`config.mk`:
```
export PLATFORM = sky130hd
export DESIGN_NAME = pixel_feature_lock_update
export DESIGN_NICKNAME = d
export VERILOG_FILES = /design/src/sv/pflu_pkg.sv /design/src/sv/pflu_cfg_regs.sv /design/src/sv/pflu_calc.sv /design/src/sv/pixel_feature_lock_update.sv
export SDC_FILE = /design/constraint.sdc
export NUM_CORES = 1
export LEC_CHECK = 0
export BUFFER_PORTS_ARGS = -buffer_cell sky130_fd_sc_hd__buf_2
export CAP_MARGIN = 40
export CORE_MARGIN = 2
export CORE_UTILIZATION = 30
export CTS_CLUSTER_DIAMETER = 150
export CTS_CLUSTER_SIZE = 30
export DETAILED_ROUTE_END_ITERATION = 8
export GPL_ROUTABILITY_DRIVEN = 0
export PLACE_DENSITY = 0.48
export RECOVER_POWER = 100
export SETUP_SLACK_MARGIN = 0.2
export SYNTH_ARGS = -nofsm -noshare
export SYNTH_HDL_FRONTEND = slang
export SYNTH_SLANG_ARGS = --single-unit
export TNS_END_PERCENT = 10
```
`constraint.sdc`:
```
create_clock -name clk_i -period 11.8 [get_ports clk_i]
set_clock_uncertainty 0.2 [all_clocks]
set_input_delay 2.36 -clock clk_i [delete_from_list [all_inputs] [get_ports clk_i]]
set_output_delay 2.36 -clock clk_i [all_outputs]
set_load 0.02 [all_outputs]
```
`src/sv/pflu_pkg.sv`:
```
// ----------------------------------------------------------------------------
// pflu_pkg
// Shared types and constants for the pixel feature lock update block.
// ----------------------------------------------------------------------------
package pflu_pkg;

  localparam int unsigned LvlW = 16;

  localparam logic [LvlW-1:0] ONE_Q15         = 16'd32768;
  localparam logic [LvlW-1:0] KEEP_MIN        = 16'd33;     // first level above 0.001
  localparam logic [LvlW-1:0] SPREAD_CEILING  = 16'd3277;
  localparam logic [LvlW-1:0] FIRST_GROW_STEP = 16'd8192;
  localparam logic [LvlW-1:0] COUNT_LIMIT     = 16'd255;

  localparam int unsigned InDataW  = 128;
  localparam int unsigned InUserW  = 2;
  localparam int unsigned OutDataW = 32;
  localparam int unsigned CfgIdxW  = 3;

  typedef enum logic [CfgIdxW-1:0] {
    CFG_UNLOCK_LEVEL     = 3'd0,
    CFG_EDGE_FLOOR       = 3'd1,
    CFG_TRUST_FLOOR      = 3'd2,
    CFG_CHANGE_CEILING   = 3'd3,
    CFG_MOTION_CEILING   = 3'd4,
    CFG_FADE_STEP        = 3'd5,
    CFG_FORCED_FADE_STEP = 3'd6,
    CFG_GROW_STEP        = 3'd7
  } cfg_idx_e;

  typedef struct packed {
    logic [LvlW-1:0] unlock_level;
    logic [LvlW-1:0] edge_floor;
    logic [LvlW-1:0] trust_floor;
    logic [LvlW-1:0] change_ceiling;
    logic [LvlW-1:0] motion_ceiling;
    logic [LvlW-1:0] fade_step;
    logic [LvlW-1:0] forced_fade_step;
    logic [LvlW-1:0] grow_step;
  } cfg_t;

  typedef struct packed {
    logic                   clear_history;
    logic                   newly_uncovered;
    logic [LvlW-1:0]        reactivity;
    logic [LvlW-1:0]        prior_lock;
    logic [LvlW-1:0]        prior_count;
    logic [LvlW-1:0]        edge_level;
    logic [LvlW-1:0]        trust_level;
    logic signed [LvlW-1:0] brightness_change;
    logic [LvlW-1:0]        brightness_spread;
    logic signed [LvlW-1:0] motion_amount;
  } item_t;

  typedef struct packed {
    logic [LvlW-1:0] lock_level;
    logic [LvlW-1:0] lock_count;
  } res_t;

  // Saturate a Q1.15 value at 1.0.
  function automatic logic [LvlW-1:0] clamp_one(input logic [LvlW-1:0] v);
    clamp_one = (v > ONE_Q15) ? ONE_Q15 : v;
  endfunction

endpackage

```
`src/sv/pflu_cfg_regs.sv`:
```
// ----------------------------------------------------------------------------
// pflu_cfg_regs
// Configuration register file, write only, reset to the documented defaults.
// ----------------------------------------------------------------------------
module pflu_cfg_regs import pflu_pkg::*; (
  input  logic               clk_i,
  input  logic               rst_ni,
  input  logic               cfg_we_i,
  input  logic [CfgIdxW-1:0] cfg_idx_i,
  input  logic [LvlW-1:0]    cfg_data_i,
  output cfg_t               cfg_o
);

  cfg_t cfg_q, cfg_d;

  always_comb begin
    cfg_d = cfg_q;
    if (cfg_we_i) begin
      unique case (cfg_idx_e'(cfg_idx_i))
        CFG_UNLOCK_LEVEL:     cfg_d.unlock_level     = cfg_data_i;
        CFG_EDGE_FLOOR:       cfg_d.edge_floor       = cfg_data_i;
        CFG_TRUST_FLOOR:      cfg_d.trust_floor      = cfg_data_i;
        CFG_CHANGE_CEILING:   cfg_d.change_ceiling   = cfg_data_i;
        CFG_MOTION_CEILING:   cfg_d.motion_ceiling   = cfg_data_i;
        CFG_FADE_STEP:        cfg_d.fade_step        = cfg_data_i;
        CFG_FORCED_FADE_STEP: cfg_d.forced_fade_step = cfg_data_i;
        CFG_GROW_STEP:        cfg_d.grow_step        = cfg_data_i;
        default:              cfg_d = cfg_q;
      endcase
    end
  end

  always_ff @(posedge clk_i or negedge rst_ni) begin
    if (!rst_ni) begin
      cfg_q.unlock_level     <= 16'd16384;
      cfg_q.edge_floor       <= 16'd3277;
      cfg_q.trust_floor      <= 16'd16384;
      cfg_q.change_ceiling   <= 16'd3277;
      cfg_q.motion_ceiling   <= 16'd512;
      cfg_q.fade_step        <= 16'd8192;
      cfg_q.forced_fade_step <= 16'd32768;
      cfg_q.grow_step        <= 16'd8192;
    end else begin
      cfg_q <= cfg_d;
    end
  end

  assign cfg_o = cfg_q;

endmodule

```
`src/sv/pflu_calc.sv`:
```
// ----------------------------------------------------------------------------
// pflu_calc
// Lock decision and level/count update; one shared 16x16 multiplier serves
// both the fade and the grow path.
// ----------------------------------------------------------------------------
module pflu_calc import pflu_pkg::*; (
  input  item_t item_i,
  input  cfg_t  cfg_i,
  output res_t  res_o
);

  logic [LvlW-1:0]   change_abs, motion_abs;
  logic              forced, stable, grow;
  logic [LvlW-1:0]   step_cl, keep, rate_cl, gap;
  logic [LvlW-1:0]   mul_a, mul_b;
  logic [2*LvlW-1:0] prod;
  logic [LvlW:0]     prod_sh;
  logic [LvlW-1:0]   fade_level, grow_level;
  logic [LvlW-1:0]   grow_count;

  // |x| of a 16-bit two's complement value; -32768 maps to 32768
  assign change_abs = item_i.brightness_change[LvlW-1] ?
                      (LvlW)'(-item_i.brightness_change) : item_i.brightness_change;
  assign motion_abs = item_i.motion_amount[LvlW-1] ?
                      (LvlW)'(-item_i.motion_amount) : item_i.motion_amount;

  assign forced = item_i.newly_uncovered || (item_i.reactivity >= cfg_i.unlock_level);
  assign stable = (item_i.edge_level >= cfg_i.edge_floor) &&
                  (item_i.trust_level >= cfg_i.trust_floor) &&
                  (change_abs <= cfg_i.change_ceiling) &&
                  (item_i.brightness_spread <= SPREAD_CEILING) &&
                  (motion_abs <= cfg_i.motion_ceiling);
  assign grow   = !forced && stable;

  assign step_cl = clamp_one(forced ? cfg_i.forced_fade_step : cfg_i.fade_step);
  assign keep    = ONE_Q15 - step_cl;
  assign rate_cl = clamp_one((item_i.prior_lock != '0) ? cfg_i.grow_step : FIRST_GROW_STEP);
  assign gap     = ONE_Q15 - item_i.prior_lock;  // only used while prior < 1.0

  assign mul_a   = grow ? gap : item_i.prior_lock;
  assign mul_b   = grow ? rate_cl : keep;
  assign prod    = mul_a * mul_b;
  assign prod_sh = prod[2*LvlW-1:LvlW-1];

  assign fade_level = (prod_sh > {1'b0, ONE_Q15}) ? ONE_Q15 : prod_sh[LvlW-1:0];
  assign grow_level = (item_i.prior_lock >= ONE_Q15) ? ONE_Q15 :
                      item_i.prior_lock + prod_sh[LvlW-1:0];
  assign grow_count = (item_i.prior_count >= COUNT_LIMIT) ? COUNT_LIMIT :
                      item_i.prior_count + 16'd1;

  always_comb begin
    if (item_i.clear_history) begin
      res_o.lock_level = '0;
      res_o.lock_count = '0;
    end else if (grow) begin
      res_o.lock_level = grow_level;
      res_o.lock_count = grow_count;
    end else begin
      res_o.lock_level = fade_level;
      res_o.lock_count = (fade_level >= KEEP_MIN) ? item_i.prior_count : '0;
    end
  end

endmodule

```
`src/sv/pixel_feature_lock_update.sv`:
```
// ----------------------------------------------------------------------------
// pixel_feature_lock_update
// Per-pixel feature lock level and age update on a streaming interface.
// ----------------------------------------------------------------------------
//  channel   direction  handshake              payload
//  s_axis    in         s_axis_tvalid/tready   tuser: flags, tdata: measures
//  m_axis    out        m_axis_tvalid/tready   tdata: lock level, lock count
//  cfg       in         cfg_we_i               cfg_idx_i, cfg_data_i
//
//  One pixel per clock while m_axis_tready keeps up; an accepted beat passes
//  the input register, then the result register, before it shows on m_axis.
//  The single update stage uses one shared combinational multiplier.
//  m_axis_tready low with a result waiting stalls both stages; s_axis_tready
//  falls only when both registers hold data and m_axis_tready is low.
//  rst_ni clears the valid flags and loads the register defaults.
// ----------------------------------------------------------------------------
module pixel_feature_lock_update import pflu_pkg::*; (
  input  logic                clk_i,
  input  logic                rst_ni,
  input  logic                s_axis_tvalid_i,
  output logic                s_axis_tready_o,
  // reactivity, prior_lock, prior_count, edge_level, trust_level,
  // brightness_change, brightness_spread, motion_amount (16 b each, low first)
  input  logic [InDataW-1:0]  s_axis_tdata_i,
  // clear_history, newly_uncovered (low first)
  input  logic [InUserW-1:0]  s_axis_tuser_i,
  output logic                m_axis_tvalid_o,
  input  logic                m_axis_tready_i,
  // lock_level, lock_count (low first)
  output logic [OutDataW-1:0] m_axis_tdata_o,
  input  logic                cfg_we_i,
  input  logic [CfgIdxW-1:0]  cfg_idx_i,
  input  logic [LvlW-1:0]     cfg_data_i
);

  cfg_t  cfg;
  item_t in_item;
  item_t s1_item_q, s1_item_d;
  logic  s1_valid_q, s1_valid_d;
  res_t  res;
  res_t  out_res_q, out_res_d;
  logic  out_valid_q, out_valid_d;
  logic  out_adv, in_acc;

  pflu_cfg_regs u_cfg (
    .clk_i      (clk_i),
    .rst_ni     (rst_ni),
    .cfg_we_i   (cfg_we_i),
    .cfg_idx_i  (cfg_idx_i),
    .cfg_data_i (cfg_data_i),
    .cfg_o      (cfg)
  );

  assign in_item.clear_history     = s_axis_tuser_i[0];
  assign in_item.newly_uncovered   = s_axis_tuser_i[1];
  assign in_item.reactivity        = s_axis_tdata_i[15:0];
  assign in_item.prior_lock        = s_axis_tdata_i[31:16];
  assign in_item.prior_count       = s_axis_tdata_i[47:32];
  assign in_item.edge_level        = s_axis_tdata_i[63:48];
  assign in_item.trust_level       = s_axis_tdata_i[79:64];
  assign in_item.brightness_change = s_axis_tdata_i[95:80];
  assign in_item.brightness_spread = s_axis_tdata_i[111:96];
  assign in_item.motion_amount     = s_axis_tdata_i[127:112];

  assign out_adv         = !out_valid_q || m_axis_tready_i;
  assign s_axis_tready_o = !s1_valid_q || out_adv;
  assign in_acc          = s_axis_tvalid_i && s_axis_tready_o;

  always_comb begin
    s1_valid_d = s1_valid_q;
    s1_item_d  = s1_item_q;
    if (s_axis_tready_o) begin
      s1_valid_d = s_axis_tvalid_i;
    end
    if (in_acc) begin
      s1_item_d = in_item;
    end
  end

  pflu_calc u_calc (
    .item_i (s1_item_q),
    .cfg_i  (cfg),
    .res_o  (res)
  );

  always_comb begin
    out_valid_d = out_valid_q;
    out_res_d   = out_res_q;
    if (out_adv) begin
      out_valid_d = s1_valid_q;
      if (s1_valid_q) begin
        out_res_d = res;
      end
    end
  end

  always_ff @(posedge clk_i or negedge rst_ni) begin
    if (!rst_ni) begin
      s1_valid_q  <= 1'b0;
      out_valid_q <= 1'b0;
    end else begin
      s1_valid_q  <= s1_valid_d;
      out_valid_q <= out_valid_d;
    end
  end

  always_ff @(posedge clk_i) begin
    s1_item_q <= s1_item_d;
    out_res_q <= out_res_d;
  end

  assign m_axis_tvalid_o = out_valid_q;
  assign m_axis_tdata_o  = {out_res_q.lock_count, out_res_q.lock_level};

`ifndef ASSERT_OFF
  a_clear_gives_zero: assert property (@(posedge clk_i) disable iff (!rst_ni)
    s1_valid_q && out_adv && s1_item_q.clear_history |=> m_axis_tdata_o == '0)
    else $error("clear request did not give a zero result");

  a_level_in_range: assert property (@(posedge clk_i) disable iff (!rst_ni)
    m_axis_tvalid_o |-> out_res_q.lock_level <= ONE_Q15)
    else $error("lock level above 1.0");

  a_ready_when_out_free: assert property (@(posedge clk_i) disable iff (!rst_ni)
    !out_valid_q |-> s_axis_tready_o)
    else $error("input stalled while result register is free");

  a_stage_moves_to_out: assert property (@(posedge clk_i) disable iff (!rst_ni)
    s1_valid_q && out_adv |=> m_axis_tvalid_o)
    else $error("staged beat lost on the way to the output");
`endif

endmodule

```
# Word-level counts from Yosys, hierarchy flattened
# Cells that the tools add are included.
# classes
add_sub_neg	6
multipliers	1
magnitude_cmp	12
eq_ne	7
n_mux	13
n_reduce_logical	23
# op_table
op	count
16-bit 2-to-1 mux	12
16-bit >= comparator	3
16-bit > comparator (second input constant)	2
16-bit less-or-equal comparator	2
16-bit by 16-bit multiplier with 32-bit output	1
32-bit 2-to-1 mux	1
16-bit negation	2
16-bit subtractor (first input constant)	2
2-bit AND reduction	9
17-bit by 16-bit > comparator with 1-bit output (second input constant)	1
16-bit by 1-bit adder with 16-bit output (second input constant)	1
16-bit adder	1
16-bit >= comparator (second input constant)	1
16-bit by 6-bit >= comparator with 1-bit output (second input constant)	1
16-bit by 8-bit >= comparator with 1-bit output (second input constant)	1
16-bit by 12-bit less-or-equal comparator with 1-bit output (second input constant)	1
16-bit nonzero test	1
3-bit == test (second input constant)	4
3-bit by 2-bit == test with 1-bit output (second input constant)	2
1-bit logical AND	6
3-bit by 1-bit == test with 1-bit output (second input constant)	1
1-bit zero test	3
3-bit zero test	1
1-bit logical OR	3
# totals
regBits	292
word_cells	84

# Logic depth before layout (Yosys ltp)
# Gate-level depths: netlist (run 1).
# logic_depth
ltp_word	14
ltp_mapped	56
ltp_nobuf	54

# Cells and area by module
# A second synthesis (run 1) with hierarchy kept.
# hier_totals
hier_cells	2272
area_unflattened_um2	23710.2
# by_module_without_submodules
mod	n_inst	cells_per_inst	area_each_um2	seq_area_each_um2
pflu_calc	1	1823	13802.0	0.0
pixel_feature_lock_update	1	170	4968.5	4914.7
pflu_cfg_regs	1	279	4939.7	3228.1

# Least setup slack after synthesis (run 1)
# Ideal clock, no wire load.
# synth_timing
kind	register to register
start	register s1_item_q[2] (netlist bit)
end	register out_res_q, in the netlist m_axis_tdata_o[15], data pin
setup_ns	0.180
arrival_ns	11.592
required_time_ns	11.420
slack_ns	-0.172
path_stages_with_launch	51
n_path_buf	2
synth_period_minus_slack_ns	11.972
path_cell_list	edfxtp_1 nor3_1 nand3_1 or3_1 nand2b_1 o31ai_1 xnor2_1 ha_1 nand4_1 nor2_1 a221o_1 o31a_1 nor3_1 and4_1 buf_2 clkbuf_1 o21ai_0 xor2_1 [... 15 more ...] and2_1 nor2_1 mux2_2 a311oi_1 o211ai_1 ha_1 a21o_1 a21oi_1 o21ai_0 a21oi_1 o21ai_0 a21oi_1 o21ai_0 o41ai_1 o21a_1 o21ai_0 xnor2_1 a221oi_1
# synth_via
elab_chain_len	10
# synth_lines
item	line	rtl
from (decl)	pixel_feature_lock_update.sv:38	item_t s1_item_q, s1_item_d;
from (signal assigned)	pixel_feature_lock_update.sv:108	s1_item_q <= s1_item_d;
16-bit negation	pflu_calc.sv:25	(LvlW)'(-item_i.motion_amount) : item_i.motion_amount;
16-bit 2-to-1 mux *	pflu_calc.sv:24	assign motion_abs = item_i.motion_amount[LvlW-1] ?
16-bit less-or-equal comparator *	pflu_calc.sv:32	(motion_abs <= cfg_i.motion_ceiling);
1-bit logical AND *	pflu_calc.sv:31	(item_i.brightness_spread <= SPREAD_CEILING) &&
1-bit logical AND *	pflu_calc.sv:33	assign grow = !forced && stable;
16-bit 2-to-1 mux (on tied branches)	pflu_calc.sv:40, pflu_calc.sv:41	
16-bit by 16-bit multiplier with 32-bit output	pflu_calc.sv:42	assign prod = mul_a * mul_b;
16-bit adder or 17-bit by 16-bit > comparator with 1-bit output (tied branches)	pflu_calc.sv:47, pflu_calc.sv:45	
16-bit 2-to-1 mux (on tied branches)	pflu_calc.sv:46, pflu_calc.sv:45	
32-bit 2-to-1 mux *	pflu_calc.sv:55	end else if (grow) begin
to (signal assigned)	pixel_feature_lock_update.sv:109	out_res_q <= out_res_d;
to (decl)	pixel_feature_lock_update.sv:41	res_t out_res_q, out_res_d;
# Every way passes the cells marked *; elsewhere a longest branch is shown, timed or not.
# A chain may end at the register's enable or synchronous reset.

# Final worst setup path (run 1)
# layout_timing
start	register s1_item_q[3] (netlist bit)
end	register out_res_q, in the netlist m_axis_tdata_o[15], data pin
# Same word-level chain as after synthesis.

==> results of run 1 <==
-- through the flow --
step           worst slack [ns]  instance area (um2)   TNS, ns
3_3_place_gp            -0.8700                28490    -4.344
5_1_grt                 -0.5029                30360    -2.746
3_5_place_dp             -1.047                28550    -6.209
2_1_floorplan            0.2005                23790         0
6_report               -0.01726                30370  -0.01726
4_1_cts                 -0.1462                29900   -0.3442
-- per-layer routing --
| metal | wire length [um] | up-vias | global-route usage [%] |
|---|---|---|---|
| met5 | 25 | - | 0 |
| met3 | 2978 | 75 | 1.784 |
| met1 | 32170 | 9646 | 23.22 |
| met2 | 35510 | 393 | 30.83 |
| met4 | 1349 | 4 | 3.521 |
| li1 | - | 9174 | - |
-- registers in the layout, summed over array words and instances, names as in the netlist --
name	flops
s1_item_q	129
s1_valid_q	1
u_cfg.cfg_o	128
m_axis_tvalid_o	1
m_axis_tdata_o	32
-- cell type report --
type	instances	area [um2]	area share, %
antenna	2	5.005	0.01648
multi-input combinational	1666	14860	48.95
clock buffer	20	351.6	1.158
tap	1050	1314	4.327
inverter	346	1303	4.289
sequential	291	8113	26.72
timing repair buffer	618	4405	14.51
clock inverter	1	11.26	0.03708
-- cell families (layout without fill, tap and decap cells) --
kind of cell / Yosys count / count (layout)
simple gates: 711 / 711
buf+inv: 418 / 985
fa+ha+maj: 395 / 395
compound gates: 390 / 390
flops: 291 / 291
mux: 90 / 90
xor+xnor: 80 / 80
other cells: 0 / 2
-- how the worst min path moves through the flow --
stage / slack, ns / startpoint / cells after the start / endpoint
finish: 0.31 / s1_valid_q / 1 / m_axis_tvalid_o
global route: 0.34 / u_cfg.cfg_o[72] / 1 / u_cfg.cfg_o[72]
CTS: 0.31 / s1_valid_q / 1 / m_axis_tvalid_o
detailed placement: 0.28 / s1_valid_q / 1 / m_axis_tvalid_o
global placement: 0.27 / s1_valid_q / 1 / m_axis_tvalid_o
floorplan: 0.25 / s1_valid_q / 1 / m_axis_tvalid_o
-- cell usage in the layout (no fill, tap or decap), types with 13 or more instances in the layout --
master and count:
mux2i_1 15, inv_1 332, o21ai_2 16, nor3_1 18, nand2_1 277, nor4_1 20
a21o_1 40, ha_1 188, nor2_1 125, xor2_1 24, dfrtp_1 110, o21ai_1 14
buf_6 25, nand4_1 26, buf_4 376, nor2_2 14, and3_1 23, clkbuf_16 13
nand3_1 41, fa_1 184, dfstp_2 20, or3_1 13, and2_1 45, inv_2 13
edfxtp_1 161, a21oi_2 13, nand2b_1 25, mux2_2 74, o21ai_0 88, a21oi_1 67
xnor2_1 47, a31oi_1 18, clkbuf_1 65, buf_2 139
-- timing repair --
action | in CTS | in global routing
setup buffers | 54 | 18
gates cloned | 2 | 0
pin swaps | 109 | 87
setup endpoints to repair | 27 | 32
resized for setup | 144 | 92
-- cells in the mapped netlist (12+ instances only) --
cell type / n / share of area, %
fa_1: 194 / 16
nand2_1: 284 / 4.5
a21o_1: 40 / 1.3
edfxtp_1: 161 / 20
dfstp_2: 20 / 2.2
mux2i_1: 15 / 0.63
xnor2_1: 54 / 2.0
inv_1: 345 / 5.5
nor3_1: 27 / 0.57
o21ai_0: 108 / 2.3
o31ai_1: 12 / 0.38
mux2_2: 75 / 3.6
xor2_1: 26 / 0.96
dfrtp_1: 110 / 12
nor4_1: 20 / 0.53
ha_1: 201 / 11
a21oi_1: 83 / 1.7
nand3_1: 42 / 0.89
clkbuf_1: 61 / 0.96
or3_1: 14 / 0.37
nand2b_1: 26 / 0.69
and3_1: 25 / 0.66
a31oi_1: 20 / 0.53
nand4_1: 26 / 0.69
and2_1: 48 / 1.3
nor2_1: 147 / 2.3
==> results_dict.tcl, run 1 <==
set metrics [dict create \
    seq_area_frac_synth_pct 34.17 \
    synth-edff-count 161 \
    syn_inst 2375 \
    violations "capacitance limit, slew limit, setup timing" \
    endpoint_kind "flop" \
    cp_slowest_cell "fa_1" \
    finalWirelength_um 72030 \
    crit_buf_inv 9 \
    synth_flop_cell "edfxtp_1" \
    htree_levels 1 \
    fin_crit_sh_pct 100.1 \
    fmax_mhz 84.62 \
    synth-xor-area-share_pct 2.951 \
    critical_path.max_fanout 7 \
    cts_root_buf "clkbuf_16" \
    vias 19290 \
    synth_compound_area_share_pct 10.79 \
    worstPathRequired_ns 11.84 \
    synth_mux_area_share_pct 4.189 \
    final_antenna_net_count 0 \
    hold_path_class "flop to flop" \
    worst-slew-pin-transition_ns 3.922 \
    fin_util_pct 38.63 \
    slew_headroom_pct -161.6 \
    grt_pass1_vias 20210 \
    post_drt_wl_per_cell_um 18.04 \
    fin_crit_ns 11.82 \
    grt_pass1_wl_um 112100 \
    area_growth_pct 27.89 \
    slowest_delay_ns 0.54 \
    status "finished, violations left" \
    async_flop_share_pct 44.67 \
    dp_cells 3896 \
    synth_top_family_by_area "adder cells" \
    synth.avg_cell_area_um2 9.997 \
    post-route-drc-count 0 \
    drt_first_iter_violations 1021 \
    fin_cells 3994 \
    antenna_found_initial 4 \
    netlist_area_um2 23740 \
    rrSetupSlack_ns -0.02 \
    fin_ws_ns -0.01726 \
    maxCapViolCount 5 \
    cts_buffers 13 \
    gr-usage-all-layers_pct 17.48 \
    crit_path_start "s1_item_q[3]" \
    insertion_delay_ns 0.52 \
    yosys.area_share.adder_pct 26.95 \
    cp_num_cells 53 \
    cts_sinks 291 \
    worstReg2RegStart "s1_item_q[3]" \
    rsz0062_at_grt "true" \
    cts_buffer_depth 3 \
    whs_ns 0.3115 \
    synth_cell_types 81 \
    ys_seq_elements 291 \
    cts_tree "yes" \
    synth_simple_gate_area_share_pct 14.29 \
    dp_hpwl_um 58440 \
    drive_gt1_share_pct 28.76 \
    synth.net_count 2924 \
    critPathLaunchType "flop" \
    nFillCells 7967 \
    start_util_pct 30.20 \
    coreArea_um2 78610 \
    r2r-end "m_axis_tdata_o[15]" \
    port_buffers 186 \
    rr_worst_depth 53 \
    fp.dieW_um 285.3 \
    drtPass1Iterations 5 \
    die_y_um 285.3 \
    grt_overflow 0 \
    hold_viol_final 0 \
    path_clk_slew_ns 0.12 \
    path_class "flop to flop" \
    num_rows 103 \
    crit_end "m_axis_tdata_o[15]" \
    crit_top_cell "fa_1" \
    vias_per_cell 4.830 \
    pin_count 188 \
    slew_violations 283 \
    die_area_um2 81410 \
    setup_viol 1 \
    critPathTopFamily "compound AO/OA/AOI/OAI gates" \
    grt_max_degree 73 \
    yosys_warnings 0 \
    hold_buffers 0 \
    cp.arrival_ns 11.86 \
    fin_nets 3485 \
]
Power of run 1 is not shown: default switching activity piles up to over one toggle a cycle in this logic, so the estimate is an artifact.
==> run 2, diff against run 1 <==
- RECOVER_POWER: 100 -> default
==> run 2 against run 1 <==
Utilization up 0.20 points. Critical path type unchanged. Non-clock buffer count unchanged. Worst setup slack better by 0.013 ns. Global-route usage unchanged. Via count down 0.21%. Sequential cell count unchanged. The flow finishes with violations (setup timing). Sequential share of layout area down 0.14 points. Design area up 0.52%. Fmax up 0.11%. Register-to-register slack about the same. Worst hold slack worse by 0.00098 ns.
==> results_dict.tcl, run 2 (synthesis gave the netlist of run 1 again) <==
set metrics [dict create \
    worstPathRequired_ns 11.93 \
    htree_levels 1 \
    path_class "flop to flop" \
    gr-usage-all-layers_pct 17.48 \
    grt_pass1_vias 20210 \
    die_y_um 285.3 \
    cp.arrival_ns 11.94 \
    fin_nets 3485 \
    fp.dieW_um 285.3 \
    dp_hpwl_um 58440 \
    fin_crit_ns 11.80 \
    endpoint_kind "flop" \
    pin_count 188 \
    cts_sinks 291 \
    violations "setup timing" \
    start_util_pct 30.20 \
    vias_per_cell 4.820 \
    critPathLaunchType "flop" \
    fin_ws_ns -0.004069 \
    rsz0062_at_grt "true" \
    cts_buffer_depth 3 \
    die_area_um2 81410 \
    cp_slowest_cell "fa_1" \
    insertion_delay_ns 0.52 \
    fin_util_pct 38.83 \
    slowest_delay_ns 0.54 \
    slew_violations 0 \
    port_buffers 186 \
    fin_crit_sh_pct 100.0 \
    maxCapViolCount 0 \
    final_cell_mix "384 x buf_4, 332 x inv_1, 277 x nand2_1, 188 x ha_1, 185 x buf_2" \
    grt_pass1_wl_um 112100 \
    nFillCells 7932 \
    finalWirelength_um 71990 \
    fmax_mhz 84.72 \
    post_drt_wl_per_cell_um 18.02 \
    hold_path_class "flop to flop" \
    path_clk_slew_ns 0.12 \
    setup_viol 1 \
    worst-slew-pin-transition_ns 0.9658 \
    post-route-drc-count 0 \
    regMostFlops "s1_item_q" \
    hold_viol_final 0 \
    whs_ns 0.3105 \
    coreArea_um2 78610 \
    final_antenna_net_count 0 \
    drt_first_iter_violations 1014 \
    area_growth_pct 28.55 \
    cts_buffers 13 \
    slew_headroom_pct 35.61 \
    num_rows 103 \
    crit_top_cell "fa_1" \
    status "finished, violations left" \
    grt_overflow 0 \
    vias 19250 \
    layout_commonest_cell "buf_4" \
    cts_tree "yes" \
    antenna_found_initial 4 \
    hold_buffers 0 \
    critical_path.max_fanout 7 \
    grt_max_degree 73 \
    largest_reg_flops 129 \
    cts_root_buf "clkbuf_16" \
    drive_gt1_share_pct 30.90 \
    drtPass1Iterations 5 \
]
## run 2: repair_timing
item                                    4_1_cts  5_1_grt
endpoints found under the setup margin       27       32
resized for setup                           144       92
buffers inserted                             54       18
cloned                                        2        0
pin swaps                                   109       87
## run 2: metal layers
metal	vias to the layer above	track usage, %	share of wire [%]
met2	352	30.83	49
met5	-	0	0.035
met1	9656	23.22	45
met4	4	3.521	1.8
li1	9168	-	-
met3	71	1.784	3.9
## run 2: stage by stage
| step | cell area [um2] | setup TNS (ns) | worst slack (ns) | std cells |
|---|---|---|---|---|
| 3_5_place_dp | 28550 | -6.209 | -1.047 | 3896 |
| 6_report | 30520 | -0.004069 | -0.004069 | 3994 |
| 4_1_cts | 29900 | -0.3442 | -0.1462 | 3973 |
| 5_1_grt | 30520 | -2.746 | -0.5029 | 3993 |
| 2_1_floorplan | 23790 | 0 | 0.2005 | 2375 |
| 3_3_place_gp | 28490 | -4.344 | -0.8700 | 3892 |
## run 2: layout make-up
class | instances | area (um2) | area share [%]
timing repair buffer | 618 | 4539 | 14.87
clock buffer | 20 | 351.6 | 1.152
multi-input combinational | 1666 | 14890 | 48.77
inverter | 346 | 1303 | 4.267
antenna | 2 | 5.005 | 0.01640
clock inverter | 1 | 11.26 | 0.03689
tap | 1050 | 1314 | 4.304
sequential | 291 | 8113 | 26.58
## run 2: worst max-delay path: cells and delay by family (launching register included)
family	cells	cell delay, ns
AO/OA/AOI/OAI	20	3.86
XOR/XNOR	2	0.34
adder cells (fa/ha/maj)	9	3.62
buffers and inverters	10	1.05
flip-flops	1	0.41
multiplexers	1	0.26
AND/OR/NAND/NOR	11	1.85
## run 2: path summary, 6_finish.rpt
check | startpoint | endpoint | slack, ns | depth (start not counted)
setup / recovery | s1_item_q[3] | m_axis_tdata_o[15] | -0.004 | 53
hold / removal | s1_valid_q | m_axis_tvalid_o | 0.31 | 1
setup reg to reg | s1_item_q[3] | m_axis_tdata_o[15] | -0.004 | 53
hold reg to reg | s1_valid_q | m_axis_tvalid_o | 0.31 | 1
max in group asynchronous | rst_ni | u_cfg.cfg_o[106] | 8.59 | 3
min in group asynchronous | rst_ni | u_cfg.cfg_o[79] | 1.68 | 1
Power of run 2 is left out for the same reason.
